## config.mk

```make
export PLATFORM = sky130hd
export DESIGN_NAME = window_trimmed_range_mean_top
export DESIGN_NICKNAME = d
export VERILOG_FILES = /design/src/rtl/wtrm_pkg.sv /design/src/rtl/wtrm_front.sv /design/src/rtl/wtrm_queue.sv /design/src/rtl/wtrm_div.sv /design/src/rtl/wtrm_back.sv /design/src/rtl/window_trimmed_range_mean_top.sv
export SDC_FILE = /design/constraint.sdc
export NUM_CORES = 1
export LEC_CHECK = 0
export BUFFER_PORTS_ARGS = -buffer_cell sky130_fd_sc_hd__buf_2
export CORE_MARGIN = 8
export CORE_UTILIZATION = 55
export DETAILED_ROUTE_END_ITERATION = 12
export PLACE_DENSITY_LB_ADDON = 0.12
export SLEW_MARGIN = 30
export SYNTH_ARGS = -nofsm -noshare
export SYNTH_HDL_FRONTEND = slang
export SYNTH_SLANG_ARGS = --single-unit
```

## constraint.sdc

```tcl
create_clock -name clk_i -period 12.9 [get_ports clk_i]
set_clock_uncertainty 0.1 [all_clocks]
set_input_delay 1.29 -clock clk_i [delete_from_list [all_inputs] [get_ports clk_i]]
set_output_delay 1.29 -clock clk_i [all_outputs]
set_load 0.01 [all_outputs]
```

## src/rtl/wtrm_pkg.sv

```systemverilog
package wtrm_pkg;

  localparam int RANGE_W    = 16;
  localparam int AZ_W       = 15;
  localparam int GATE_W     = 16;
  localparam int FRAC_W     = 8;
  localparam int CFG_IDX_W  = 2;
  localparam int CFG_DATA_W = 16;
  localparam int TDATA_W    = 32;

  localparam logic [CFG_IDX_W-1:0] REG_AZ_GATE = 2'd0;
  localparam logic [CFG_IDX_W-1:0] REG_OUTLIER = 2'd1;

  localparam logic [GATE_W-1:0] AZ_GATE_RST = 16'd42;
  localparam logic [FRAC_W-1:0] OUTLIER_RST = 8'd13;

  typedef struct packed {
    logic full;
    logic empty;
  } q_status_t;

endpackage

```

## src/rtl/wtrm_front.sv

```systemverilog
module wtrm_front #(
  parameter int HALF_WINDOW = 3
) (
  input  logic                                  clk_i,
  input  logic                                  rst_ni,
  input  logic                                  accept_i,
  input  logic [wtrm_pkg::RANGE_W-1:0]          range_mm_i,
  input  logic [wtrm_pkg::AZ_W-1:0]             azimuth_i,
  input  logic                                  row_start_i,
  output logic                                  push_o,
  output logic [(2*HALF_WINDOW+1)*(wtrm_pkg::RANGE_W+wtrm_pkg::AZ_W)-1:0] push_data_o
);
  import wtrm_pkg::*;

  localparam int WIN_LEN = 2 * HALF_WINDOW + 1;
  localparam int CNT_W   = $clog2(WIN_LEN + 1);

  logic [RANGE_W-1:0] range_q [WIN_LEN];
  logic [AZ_W-1:0]    az_q    [WIN_LEN];
  logic [RANGE_W-1:0] range_d [WIN_LEN];
  logic [AZ_W-1:0]    az_d    [WIN_LEN];
  logic [CNT_W-1:0]   fill_q, fill_d;

  always_comb begin
    for (int k = 0; k < WIN_LEN - 1; k++) begin
      range_d[k] = range_q[k+1];
      az_d[k]    = az_q[k+1];
    end
    range_d[WIN_LEN-1] = range_mm_i;
    az_d[WIN_LEN-1]    = azimuth_i;
    if (row_start_i) begin
      fill_d = CNT_W'(1);
    end else if (fill_q == CNT_W'(WIN_LEN)) begin
      fill_d = fill_q;
    end else begin
      fill_d = fill_q + CNT_W'(1);
    end
  end

  always_comb begin
    for (int k = 0; k < WIN_LEN; k++) begin
      push_data_o[k*RANGE_W +: RANGE_W]             = range_d[k];
      push_data_o[WIN_LEN*RANGE_W + k*AZ_W +: AZ_W] = az_d[k];
    end
  end

  assign push_o = accept_i && (fill_d == CNT_W'(WIN_LEN));

  always_ff @(posedge clk_i or negedge rst_ni) begin
    if (!rst_ni) begin
      fill_q <= '0;
    end else if (accept_i) begin
      fill_q <= fill_d;
    end
  end

  always_ff @(posedge clk_i) begin
    if (accept_i) begin
      for (int k = 0; k < WIN_LEN; k++) begin
        range_q[k] <= range_d[k];
        az_q[k]    <= az_d[k];
      end
    end
  end

endmodule

```

## src/rtl/wtrm_queue.sv

```systemverilog
module wtrm_queue #(
  parameter int WIDTH = 32
) (
  input  logic                    clk_i,
  input  logic                    rst_ni,
  input  logic                    push_i,
  input  logic [WIDTH-1:0]        push_data_i,
  input  logic                    pop_i,
  output logic [WIDTH-1:0]        pop_data_o,
  output wtrm_pkg::q_status_t     status_o
);
  import wtrm_pkg::*;

  logic [WIDTH-1:0] mem_q [2];
  logic             wr_ptr_q, rd_ptr_q;
  logic [1:0]       count_q;

  assign status_o.full  = (count_q == 2'd2);
  assign status_o.empty = (count_q == 2'd0);
  assign pop_data_o     = mem_q[rd_ptr_q];

  always_ff @(posedge clk_i or negedge rst_ni) begin
    if (!rst_ni) begin
      wr_ptr_q <= 1'b0;
      rd_ptr_q <= 1'b0;
      count_q  <= 2'd0;
    end else begin
      if (push_i) begin
        wr_ptr_q <= ~wr_ptr_q;
      end
      if (pop_i) begin
        rd_ptr_q <= ~rd_ptr_q;
      end
      if (push_i && !pop_i) begin
        count_q <= count_q + 2'd1;
      end else if (pop_i && !push_i) begin
        count_q <= count_q - 2'd1;
      end
    end
  end

  always_ff @(posedge clk_i) begin
    if (push_i) begin
      mem_q[wr_ptr_q] <= push_data_i;
    end
  end

  a_no_push_full: assert property (@(posedge clk_i) disable iff (!rst_ni)
    push_i |-> !status_o.full || pop_i)
    else $error("queue overflow");

  a_no_pop_empty: assert property (@(posedge clk_i) disable iff (!rst_ni)
    pop_i |-> !status_o.empty)
    else $error("queue underflow");

  a_count_bound: assert property (@(posedge clk_i) disable iff (!rst_ni)
    count_q != 2'd3)
    else $error("queue count out of range");

endmodule

```

## src/rtl/wtrm_div.sv

```systemverilog
module wtrm_div #(
  parameter int SUM_W = 19,
  parameter int CNT_W = 3
) (
  input  logic                         clk_i,
  input  logic                         rst_ni,
  input  logic                         start_i,
  input  logic [SUM_W-1:0]             dividend_i,
  input  logic [CNT_W-1:0]             divisor_i,
  output logic                         done_o,
  output logic [wtrm_pkg::RANGE_W-1:0] quot_o
);
  import wtrm_pkg::*;

  localparam int STEP_W = $clog2(SUM_W + 1);

  logic               busy_q, done_q;
  logic [STEP_W-1:0]  step_q;
  logic [SUM_W-1:0]   dvd_q, dvd_d;
  logic [CNT_W-1:0]   dsr_q, rem_q, rem_d;
  logic [RANGE_W-1:0] quot_q;
  logic [CNT_W:0]     trial;
  logic               ge;

  always_comb begin
    trial = {rem_q, dvd_q[SUM_W-1]};
    ge    = trial >= {1'b0, dsr_q};
    rem_d = ge ? CNT_W'(trial - {1'b0, dsr_q}) : CNT_W'(trial);
    dvd_d = {dvd_q[SUM_W-2:0], ge};
  end

  always_ff @(posedge clk_i or negedge rst_ni) begin
    if (!rst_ni) begin
      busy_q <= 1'b0;
      done_q <= 1'b0;
      step_q <= '0;
    end else begin
      done_q <= 1'b0;
      if (start_i) begin
        busy_q <= 1'b1;
        step_q <= '0;
      end else if (busy_q) begin
        step_q <= step_q + STEP_W'(1);
        if (step_q == STEP_W'(SUM_W - 1)) begin
          busy_q <= 1'b0;
          done_q <= 1'b1;
        end
      end
    end
  end

  always_ff @(posedge clk_i) begin
    if (start_i) begin
      dvd_q <= dividend_i;
      dsr_q <= divisor_i;
      rem_q <= '0;
    end else if (busy_q) begin
      dvd_q <= dvd_d;
      rem_q <= rem_d;
      if (step_q == STEP_W'(SUM_W - 1)) begin
        quot_q <= (dsr_q == '0) ? '0 : dvd_d[RANGE_W-1:0];
      end
    end
  end

  assign done_o = done_q;
  assign quot_o = quot_q;

endmodule

```

## src/rtl/wtrm_back.sv

```systemverilog
module wtrm_back #(
  parameter int HALF_WINDOW = 3
) (
  input  logic                                  clk_i,
  input  logic                                  rst_ni,
  input  logic [wtrm_pkg::GATE_W-1:0]           az_gate_i,
  input  logic [wtrm_pkg::FRAC_W-1:0]           outlier_frac_i,
  input  wtrm_pkg::q_status_t                   q_status_i,
  input  logic [(2*HALF_WINDOW+1)*(wtrm_pkg::RANGE_W+wtrm_pkg::AZ_W)-1:0] q_data_i,
  output logic                                  pop_o,
  output logic                                  out_valid_o,
  input  logic                                  out_ready_i,
  output logic [wtrm_pkg::RANGE_W-1:0]          mean_range_o,
  output logic [wtrm_pkg::AZ_W-1:0]             centre_azimuth_o
);
  import wtrm_pkg::*;

  localparam int WIN_LEN = 2 * HALF_WINDOW + 1;
  localparam int CNT_W   = $clog2(WIN_LEN + 1);
  localparam int IDX_W   = $clog2(WIN_LEN);
  localparam int SUM_W   = RANGE_W + CNT_W;
  localparam int THR_W   = RANGE_W + FRAC_W;

  localparam logic [2:0] S_IDLE = 3'd0;
  localparam logic [2:0] S_SUM1 = 3'd1;
  localparam logic [2:0] S_DIV1 = 3'd2;
  localparam logic [2:0] S_SUM2 = 3'd3;
  localparam logic [2:0] S_DIV2 = 3'd4;
  localparam logic [2:0] S_OUT  = 3'd5;

  logic [2:0]         state_q;
  logic [RANGE_W-1:0] range_q [WIN_LEN];
  logic [AZ_W-1:0]    az_q    [WIN_LEN];
  logic [AZ_W-1:0]    centre_q;
  logic [IDX_W-1:0]   idx_q;
  logic [SUM_W-1:0]   sum_q;
  logic [CNT_W-1:0]   cnt_q;
  logic [RANGE_W-1:0] m1_q, mean_q;
  logic [THR_W-1:0]   thr_q;
  logic               start_q;
  logic               out_valid_q;
  logic [RANGE_W-1:0] out_mean_q;
  logic [AZ_W-1:0]    out_az_q;

  logic               div_done;
  logic [RANGE_W-1:0] div_quot;
  logic [AZ_W+1:0]    az_diff, az_abs;
  logic [RANGE_W-1:0] cur_range;
  logic               gated, excess, last_idx, out_load;

  wtrm_div #(
    .SUM_W(SUM_W),
    .CNT_W(CNT_W)
  ) u_div (
    .clk_i      (clk_i),
    .rst_ni     (rst_ni),
    .start_i    (start_q),
    .dividend_i (sum_q),
    .divisor_i  (cnt_q),
    .done_o     (div_done),
    .quot_o     (div_quot)
  );

  always_comb begin
    cur_range = range_q[idx_q];
    az_diff   = {{2{az_q[idx_q][AZ_W-1]}}, az_q[idx_q]}
              - {{2{centre_q[AZ_W-1]}}, centre_q};
    az_abs    = az_diff[AZ_W+1] ? (~az_diff + (AZ_W+2)'(1)) : az_diff;
    gated     = az_abs <= (AZ_W+2)'(az_gate_i);
    excess    = (cur_range > m1_q)
              && ({cur_range - m1_q, {FRAC_W{1'b0}}} > thr_q);
    last_idx  = idx_q == IDX_W'(WIN_LEN - 1);
  end

  assign pop_o    = (state_q == S_IDLE) && !q_status_i.empty;
  assign out_load = (state_q == S_OUT) && (!out_valid_q || out_ready_i);

  always_ff @(posedge clk_i or negedge rst_ni) begin
    if (!rst_ni) begin
      state_q     <= S_IDLE;
      start_q     <= 1'b0;
      out_valid_q <= 1'b0;
    end else begin
      start_q <= 1'b0;
      case (state_q)
        S_IDLE: begin
          if (pop_o) begin
            state_q <= S_SUM1;
          end
        end
        S_SUM1: begin
          if (last_idx) begin
            state_q <= S_DIV1;
            start_q <= 1'b1;
          end
        end
        S_DIV1: begin
          if (div_done) begin
            state_q <= S_SUM2;
          end
        end
        S_SUM2: begin
          if (last_idx) begin
            state_q <= S_DIV2;
            start_q <= 1'b1;
          end
        end
        S_DIV2: begin
          if (div_done) begin
            state_q <= S_OUT;
          end
        end
        S_OUT: begin
          if (out_load) begin
            state_q <= S_IDLE;
          end
        end
        default: begin
          state_q <= S_IDLE;
        end
      endcase
      if (out_load) begin
        out_valid_q <= 1'b1;
      end else if (out_ready_i) begin
        out_valid_q <= 1'b0;
      end
    end
  end

  always_ff @(posedge clk_i) begin
    case (state_q)
      S_IDLE: begin
        if (pop_o) begin
          for (int k = 0; k < WIN_LEN; k++) begin
            range_q[k] <= q_data_i[k*RANGE_W +: RANGE_W];
            az_q[k]    <= q_data_i[WIN_LEN*RANGE_W + k*AZ_W +: AZ_W];
          end
          centre_q <= q_data_i[WIN_LEN*RANGE_W + HALF_WINDOW*AZ_W +: AZ_W];
        end
        idx_q <= '0;
        sum_q <= '0;
        cnt_q <= '0;
      end
      S_SUM1, S_SUM2: begin
        if (gated && !(state_q == S_SUM2 && excess)) begin
          sum_q <= sum_q + SUM_W'(cur_range);
          cnt_q <= cnt_q + CNT_W'(1);
        end
        idx_q <= idx_q + IDX_W'(1);
      end
      S_DIV1: begin
        if (div_done) begin
          m1_q  <= div_quot;
          thr_q <= THR_W'(div_quot) * THR_W'(outlier_frac_i);
          idx_q <= '0;
          sum_q <= '0;
          cnt_q <= '0;
        end
      end
      S_DIV2: begin
        if (div_done) begin
          mean_q <= div_quot;
        end
      end
      S_OUT: begin
        if (out_load) begin
          out_mean_q <= mean_q;
          out_az_q   <= centre_q;
        end
      end
      default: begin
      end
    endcase
  end

  assign out_valid_o      = out_valid_q;
  assign mean_range_o     = out_mean_q;
  assign centre_azimuth_o = out_az_q;

  a_div_start_cnt: assert property (@(posedge clk_i) disable iff (!rst_ni)
    start_q |-> cnt_q != '0 && cnt_q <= CNT_W'(WIN_LEN))
    else $error("divide started with bad count");

  a_div_done_state: assert property (@(posedge clk_i) disable iff (!rst_ni)
    div_done |-> state_q == S_DIV1 || state_q == S_DIV2)
    else $error("divider done outside a divide phase");

  a_pop_idle: assert property (@(posedge clk_i) disable iff (!rst_ni)
    pop_o |=> state_q == S_SUM1)
    else $error("pop did not start accumulation");

  a_mean_le_m1: assert property (@(posedge clk_i) disable iff (!rst_ni)
    state_q == S_DIV2 && div_done |=> mean_q <= m1_q + ((thr_q >> FRAC_W) + 1'b1))
    else $error("trimmed mean exceeds threshold");

endmodule

```

## src/rtl/window_trimmed_range_mean_top.sv

```systemverilog
// Input words are taken every cycle while the two-entry window queue has room.
// In the back end a serial accumulator walks each full window twice, and a
// one-bit-per-cycle divider forms each mean.
// Reset clears the window fill count, queue, sequencer and output valid; config
// registers return to azimuth_gate=42 and outlier_fraction=13.
module window_trimmed_range_mean_top #(
  parameter int HALF_WINDOW = 3
) (
  input  logic                              clk_i,
  input  logic                              rst_ni,
  input  logic                              s_axis_tvalid,
  output logic                              s_axis_tready,
  input  logic [wtrm_pkg::TDATA_W-1:0]      s_axis_tdata,  // range_mm[15:0], azimuth[30:16]
  input  logic                              s_axis_tuser,  // row_start
  output logic                              m_axis_tvalid,
  input  logic                              m_axis_tready,
  output logic [wtrm_pkg::TDATA_W-1:0]      m_axis_tdata,  // mean_range[15:0], centre_azimuth[30:16]
  input  logic                              cfg_we_i,
  input  logic [wtrm_pkg::CFG_IDX_W-1:0]    cfg_idx_i,
  input  logic [wtrm_pkg::CFG_DATA_W-1:0]   cfg_data_i
);
  import wtrm_pkg::*;

  localparam int WIN_LEN = 2 * HALF_WINDOW + 1;
  localparam int Q_W     = WIN_LEN * (RANGE_W + AZ_W);

  logic [GATE_W-1:0]  az_gate_q;
  logic [FRAC_W-1:0]  outlier_q;
  logic               accept, push, pop;
  logic [Q_W-1:0]     push_data, pop_data;
  q_status_t          q_status;
  logic [RANGE_W-1:0] mean_range;
  logic [AZ_W-1:0]    centre_az;

  always_ff @(posedge clk_i or negedge rst_ni) begin
    if (!rst_ni) begin
      az_gate_q <= AZ_GATE_RST;
      outlier_q <= OUTLIER_RST;
    end else if (cfg_we_i) begin
      if (cfg_idx_i == REG_AZ_GATE) begin
        az_gate_q <= cfg_data_i[GATE_W-1:0];
      end else if (cfg_idx_i == REG_OUTLIER) begin
        outlier_q <= cfg_data_i[FRAC_W-1:0];
      end
    end
  end

  assign s_axis_tready = !q_status.full;
  assign accept        = s_axis_tvalid && s_axis_tready;

  wtrm_front #(
    .HALF_WINDOW(HALF_WINDOW)
  ) u_front (
    .clk_i       (clk_i),
    .rst_ni      (rst_ni),
    .accept_i    (accept),
    .range_mm_i  (s_axis_tdata[RANGE_W-1:0]),
    .azimuth_i   (s_axis_tdata[RANGE_W +: AZ_W]),
    .row_start_i (s_axis_tuser),
    .push_o      (push),
    .push_data_o (push_data)
  );

  wtrm_queue #(
    .WIDTH(Q_W)
  ) u_queue (
    .clk_i       (clk_i),
    .rst_ni      (rst_ni),
    .push_i      (push),
    .push_data_i (push_data),
    .pop_i       (pop),
    .pop_data_o  (pop_data),
    .status_o    (q_status)
  );

  wtrm_back #(
    .HALF_WINDOW(HALF_WINDOW)
  ) u_back (
    .clk_i            (clk_i),
    .rst_ni           (rst_ni),
    .az_gate_i        (az_gate_q),
    .outlier_frac_i   (outlier_q),
    .q_status_i       (q_status),
    .q_data_i         (pop_data),
    .pop_o            (pop),
    .out_valid_o      (m_axis_tvalid),
    .out_ready_i      (m_axis_tready),
    .mean_range_o     (mean_range),
    .centre_azimuth_o (centre_az)
  );

  assign m_axis_tdata = {{(TDATA_W - RANGE_W - AZ_W){1'b0}}, centre_az, mean_range};

endmodule

```

==> flow_metrics.py, run 1 <==
metrics = {
    "floorplan": {
        "dieHeight_um": 299,
        "coreArea_um2": 79000,
        "initial_utilization_pct": 55.6,
        "die_area_um2": 89100,
        "fp-row-count": 103,
        "pin_count": 90,
        "dieWidth_um": 299,
    },
    "critical_path": {
        "crit_path_end_kind": "flop",
        "rr_endpoint": "u_back.sum_q[8]",
        "rrSetupSlack_ns": 5.40,
        "worstPathArrival_ns": 7.71,
        "crit_path_end": "u_back.sum_q[8]",
        "worstPathRequired_ns": 13.11,
        "crit_fanout": 33,
        "worst-setup-path-type": "flop to flop",
        "cp-start-kind": "flop",
        "ff2ff_path_depth": 24,
    },
    "run_status": {
        "status": "finished clean",
    },
    "place": {
        "pre_cts_ws_ns": 5.30,
        "routabilityCongestion": 0.816,
        "port_buffers": 87,
        "placed_cell_area_um2": 45600,
        "dp_hpwl_um": 47700,
    },
    "yosys": {
        "ys_seq_elements": 1036,
        "syn_nets": 2915,
        "synth_edf_count": 987,
        "synth_cell_type_count": 73,
        "seq_area_frac_synth_pct": 70.3,
        "synthFlopType": "edfxtp_1",
        "async_reset_ff_share_pct": 4.15,
        "yosys_warnings": 0,
        "syn_avg_cell_area_um2": 16.6,
        "netlist_area_um2": 43900,
        "synthCells": 2637,
    },
    "layout": {
        "syn_to_final_growth_pct": 11.6,
        "drive_gt1_share_pct": 20.2,
        "final_area_um2": 49000,
        "final_common_cell": "edfxtp_1",
        "final_nets": 3056,
        "layout_common_cells": "edfxtp_1 (987), mux2_2 (273), inv_1 (186)",
    },
    "timing": {
        "setup-tns-final_ns": 0,
        "slew-limit-headroom_pct": 32.6,
        "grt_setup_unrepaired": "false",
        "fmax_mhz": 133,
        "setup_viol": 0,
        "report.final.slew_viol_count": 0,
        "setup_ws_ns": 5.40,
        "hold_viol": 0,
        "period_needed_ns": 7.50,
        "worst_slew_pin_slew_ns": 1.01,
        "fin_crit_sh_pct": 58.1,
    },
    "power": {
        "power_frac_clock_pct": 27.4,
        "static-leakage-power_nw": 17.4,
        "p_seq_share_pct": 41.0,
        "p_sw_w": 0.00326,
        "switching_share_pct": 30.9,
        "power.total_w": 0.0106,
        "comb_power_share_pct": 31.6,
        "power_density_nw_per_um2": 216,
        "p_int_w": 0.00730,
        "peakVddDrop_v": 0.000281,
    },
    "routing": {
        "num_vias": 21601,
        "dr.pass1.iters": 6,
        "drtIter0Drc": 1240,
        "wl_um": 78100,
        "drcViolationCount": 0,
        "vias_per_cell": 5.51,
        "antenna_left": 0,
        "post_drt_wl_per_cell_um": 19.9,
    },
    "global_route": {
        "grt_pass1_wl_um": 126000,
        "antenna_found_initial": 4,
        "overflow": 0,
        "grt_usage_pct": 17.5,
        "grt_pass1_vias": 22846,
        "grt_start_max_net_pins": 149,
    },
    "clock_tree": {
        "clock_path_buffers": 3,
        "cts_sinks": 1036,
        "cts_made_buffers": 104,
        "ctsHoldBuffers": 0,
        "clkSlewWorstSetupHoldPaths_ns": 0.06,
        "cts_max_level": 3,
        "clk_latency_ns": 0.69,
        "post-cts-setup-buffers": 0,
        "cts_tree": "done",
        "clockRootBuffer": "clkbuf_16",
        "post_cts_resize_count": 0,
    },
    "worst_hold_path": {
        "hold_path_class": "flop to flop",
    },
    "run": {
        "drv_cap": 0,
    },
}
-- layer usage --
metal	vias up	wire (um)	GRT usage (%)
met5	-	13	0
met4	2	1430	4.09
met3	110	3370	3.41
met2	387	38000	29.5
met1	11013	35300	23.7
li1	10089	-	-
-- flip-flops by register name (all words and copies together), names as in the netlist, 5 cells and up, named ones only --
register	count
u_back.u_div.quot_o	16
u_back.mean_q	16
u_back.az_q	91
u_back.u_div.step_q	5
u_back.m1_q	16
u_back.range_q	112
u_back.centre_q	14
u_back.u_div.dvd_q	19
u_back.sum_q	19
az_gate_q	16
u_back.centre_azimuth_o	15
u_back.thr_q	24
u_queue.mem_q	434
outlier_q	8
u_front.az_q	90
u_front.range_q	96
u_back.mean_range_o	16
-- through the flow --
stage	hold WS (ns)	util, %	std cells
finish	0.309	62.0	3919
global route	0.327	62.0	3917
CTS	0.317	62.0	3917
detailed placement	0.306	57.8	3722
global placement	0.302	57.7	3721
floorplan	0.300	-	2637
-- power groups by stage --
stage                     logic (W)  registers [W]  clock network (W)
after floorplan             0.00260        0.00437                  0
after global placement      0.00319        0.00438                  0
after detailed placement    0.00327        0.00440                  0
after CTS                   0.00335        0.00433            0.00297
after global routing        0.00382        0.00435            0.00310
final                       0.00334        0.00433            0.00289
-- how the worst min path moves through the flow --
stage	from	endpoint	slack, ns	cells past startpoint
after floorplan	u_back.mean_q[0]	u_back.mean_range_o[0]	0.30	0
after CTS	u_back.mean_q[15]	u_back.mean_range_o[15]	0.32	0
after global placement	u_back.mean_q[1]	u_back.mean_range_o[1]	0.30	0
after global routing	u_back.mean_q[5]	u_back.mean_range_o[5]	0.33	0
final	u_back.mean_q[15]	u_back.mean_range_o[15]	0.31	0
after detailed placement	u_back.mean_q[8]	u_back.mean_range_o[8]	0.31	0
-- layout make-up --
type,count,area [um2]
Antenna cell,2,5.00
Clock buffer,136,2750
Clock inverter,59,571
Fill cell,5694,30000
Inverter,188,721
Multi-Input combinational cell,1340,12100
Sequential cell,1036,30900
Tap cell,1050,1310
Timing Repair Buffer,108,657
-- kinds of logic after synthesis --
group                    Yosys count  share of synthesized area [%]
AO/OA/AOI/OAI                    253                           3.68
adder cells (fa/ha/maj)          222                           7.83
other                              1                        0.00854
XOR/XNOR                          75                           1.50
AND/OR/NAND/NOR                  450                           5.08
flip-flops                      1036                           70.3
multiplexers                     339                           9.39
buffers and inverters            261                           2.26
-- worst max-delay path: stages, from the launching register on --
cell       delay [ns]
dfxtp_4          0.76
buf_4            0.69
mux4_2           0.59
nand2_1          0.08
and2_1           0.19
inv_1            0.06
ha_1             0.26
nor2b_1          0.14
o31a_1           0.29
o41a_1           0.39
a221o_1          0.36
o31ai_1          0.40
a31oi_1          0.38
nor2_1           0.22
xor2_1           0.16
ha_1             0.25
a21o_1           0.18
a21oi_1          0.13
nor2b_1          0.06
o21ai_0          0.14
nand2b_1         0.08
a2111oi_0        0.51
o22ai_1          0.22
a21oi_2          0.18
buf_4            0.32
-- cells in the mapped netlist, types with 13 or more instances --
library cell | n | share of area [%]
edfxtp_1 | 987 | 68
mux2_2 | 273 | 7.0
inv_1 | 188 | 1.6
nand2_1 | 151 | 1.3
ha_1 | 134 | 3.8
fa_1 | 88 | 4.0
nor2_1 | 88 | 0.75
o21ai_0 | 73 | 0.83
and2_1 | 66 | 0.94
clkbuf_1 | 61 | 0.52
a21oi_1 | 59 | 0.67
xnor2_1 | 51 | 1.0
dfrtp_1 | 37 | 2.1
mux2i_1 | 35 | 0.80
mux4_2 | 31 | 1.6
a21o_1 | 30 | 0.51
nor2b_1 | 30 | 0.43
xor2_1 | 24 | 0.48
nand3_1 | 19 | 0.22
nor3_1 | 19 | 0.22
nand2b_1 | 16 | 0.23
o21a_1 | 15 | 0.26
and3_1 | 13 | 0.19
Note: power is estimated with default switching activity, not from simulation.
==> inputs of run 2 (changes only) <==
==> constraint.sdc (replaced) <==
create_clock -name clk_i -period 7.6 [get_ports clk_i]
set_clock_uncertainty 0.1 [all_clocks]
set_input_delay 0.76 -clock clk_i [delete_from_list [all_inputs] [get_ports clk_i]]
set_output_delay 0.76 -clock clk_i [all_outputs]
set_load 0.01 [all_outputs]
==> run 2 against run 1 <==
Sequential cell count is the same. Non-clock buffer count grew 7. Critical endpoint is now u_back.sum_q[11]. Largest cell class unchanged. Via count shrank 0.29%. Final cell count grew 0.18%. Register-to-register slack lost 4.7 ns. First-iteration DRC count grew 9.4%. The run now ends with hold timing left.
==> flow_metrics.py, run 2 (synthesized netlist as in run 1, its figures left out) <==
metrics = {
    "run_status": {
        "status": "finished, violations left",
        "failed_checks": "hold timing",
    },
    "critical_path": {
        "worstPathArrival_ns": 7.16,
        "crit_family": "compound AO/OA/AOI/OAI gates",
        "crit_path_end_kind": "flop",
        "crit_fanout": 22,
        "crit_chain": "clkinv_1 > mux2_2 > ha_1 > a21oi_1 > o21ai_0 > and3_1 > a221o_1 > o31ai_1 > a31oi_1 > nor2_1 > xor2_1 > ha_1 > a21o_1 > a21oi_1 > nor2b_1 > o21ai_0 > nand2b_1 > a2111oi_0 > o22ai_1 > a21oi_2 > buf_4",
        "worstPathRequired_ns": 7.81,
        "cpMaxStageDelayCell": "clkinv_1",
        "slowest_delay_ns": 0.75,
        "rr_endpoint": "u_back.sum_q[11]",
        "rrSetupSlack_ns": 0.65,
        "cp-start-kind": "flop",
        "ff2ff_path_depth": 21,
        "worst-setup-path-type": "flop to flop",
        "critPathBufInv": 2,
        "crit_cells": 21,
        "crit_path_end": "u_back.sum_q[11]",
    },
    "power": {
        "power_frac_clock_pct": 28.8,
        "p_int_w": 0.0127,
        "p_seq_share_pct": 40.5,
        "comb_power_share_pct": 30.7,
        "peakVddDrop_v": 0.000408,
        "switching_share_pct": 29.9,
        "power_density_nw_per_um2": 367,
        "static-leakage-power_nw": 17.6,
        "p_sw_w": 0.00543,
    },
    "global_route": {
        "overflow": 0,
        "grt_start_max_net_pins": 156,
        "grt_pass1_wl_um": 126000,
        "grt_pass1_vias": 23081,
        "grt_usage_pct": 17.5,
        "antenna_found_initial": 5,
    },
    "timing": {
        "hold_viol": 1,
        "setup_ws_ns": 0.654,
        "setup-tns-final_ns": 0,
        "fin_crit_sh_pct": 91.4,
        "period_needed_ns": 6.95,
        "grt_setup_unrepaired": "false",
        "worst_slew_pin_slew_ns": 1.00,
        "setup_viol": 0,
        "fmax_mhz": 144,
        "slew-limit-headroom_pct": 33.2,
        "whs_ns": -0.00509,
        "report.final.slew_viol_count": 0,
    },
    "routing": {
        "vias_per_cell": 5.49,
        "dr.pass1.iters": 5,
        "num_vias": 21538,
        "drcViolationCount": 0,
        "drtIter0Drc": 1357,
        "wl_um": 77900,
        "antenna_left": 0,
        "post_drt_wl_per_cell_um": 19.8,
    },
    "layout": {
        "layout_common_cells": "edfxtp_1 (987), mux2_2 (273), inv_1 (185)",
        "syn_to_final_growth_pct": 12.4,
        "fin_util_pct": 62.5,
        "final_common_cell": "edfxtp_1",
        "top_regs": "u_queue.mem_q x434, u_back.range_q x112, u_front.range_q x96",
        "stdcell_count": 3926,
        "drive_gt1_share_pct": 21.1,
        "final_nets": 3062,
        "largest_register": "u_queue.mem_q",
        "largest_reg_flops": 434,
    },
    "floorplan": {
        "coreArea_um2": 79000,
        "initial_utilization_pct": 55.6,
        "pin_count": 90,
        "dieHeight_um": 299,
        "fp-row-count": 103,
        "dieWidth_um": 299,
        "die_area_um2": 89100,
    },
    "worst_hold_path": {
        "hold_path_class": "input pin to async pin",
    },
    "clock_tree": {
        "cts_sinks": 1036,
        "ctsHoldBuffers": 0,
        "clk_latency_ns": 0.67,
        "post-cts-setup-buffers": 0,
        "post_cts_resize_count": 0,
        "clkSlewWorstSetupHoldPaths_ns": 0.06,
        "clockRootBuffer": "clkbuf_16",
        "cts_max_level": 3,
        "cts_tree": "done",
        "clock_path_buffers": 3,
        "cts_made_buffers": 103,
    },
    "place": {
        "routabilityCongestion": 0.836,
        "port_buffers": 87,
        "dp_hpwl_um": 47900,
        "pre_cts_ws_ns": 0.857,
        "dp_cells": 3727,
    },
    "run": {
        "drv_cap": 0,
    },
}
## run 2: cell count changes in the layout (fill, tap and decap cells not counted), sizes merged
cell	delta
inv	-4
bufinv	+9
buf	+7
clkbuf	-8
clkinvlp	+8
diode	+2
clkinv	-7
## run 2: per-stage QoR
stage / cell area [um2] / power [W]
CTS: 49300 / 0.0183
global route: 49400 / 0.0194
detailed placement: 45700 / 0.0130
finish: 49400 / 0.0181
global placement: 45700 / 0.0129
floorplan: 43900 / 0.0118
## run 2: how the worst min path moves through the flow
| stage | from | endpoint | slack [ns] |
|---|---|---|---|
| floorplan | u_back.mean_q[0] | u_back.mean_range_o[0] | 0.30 |
| global placement | u_back.mean_q[0] | u_back.mean_range_o[0] | 0.30 |
| detailed placement | u_back.mean_q[3] | u_back.mean_range_o[3] | 0.31 |
| CTS | s_axis_tdata[3] | u_queue.mem_q[1][99] | 0.15 |
| global route | rst_ni | az_gate_q[11] | 0.02 |
| finish | rst_ni | u_front.fill_q[0] | -0.005 |
## run 2: layout make-up
cell class,instances,area [um2]
Timing Repair Buffer,115,798
Clock buffer,128,2720
Inverter,188,721
Multi-Input combinational cell,1340,12100
Tap cell,1050,1310
Clock inverter,65,840
Sequential cell,1036,30900
Fill cell,5649,29600
Antenna cell,4,10.0
## run 2: worst reg2reg max path, delay by kind of cell, from the launching register on
family	cells	cell delay, ns
flip-flops	1	0.41
adder cells (fa/ha/maj)	2	0.65
buffers and inverters	2	1.07
AO/OA/AOI/OAI	11	3.01
AND/OR/NAND/NOR	4	0.58
XOR/XNOR	1	0.16
multiplexers	1	0.60
## run 2: power groups by stage
stage | Sequential [W] | Clock [W] | Combinational (W)
after floorplan | 0.00740 | 0 | 0.00441
after global placement | 0.00742 | 0 | 0.00544
after detailed placement | 0.00746 | 0 | 0.00550
after CTS | 0.00734 | 0.00535 | 0.00564
after global routing | 0.00738 | 0.00557 | 0.00647
final | 0.00734 | 0.00522 | 0.00556
## run 2: layer usage
| metal | track usage (%) | up-vias | share of wire (%) |
|---|---|---|---|
| met5 | 0 | - | 0 |
| met4 | 5.03 | 0 | 2.4 |
| met3 | 3.93 | 124 | 5.0 |
| met2 | 28.9 | 408 | 48 |
| met1 | 23.4 | 10894 | 45 |
| li1 | - | 10112 | - |
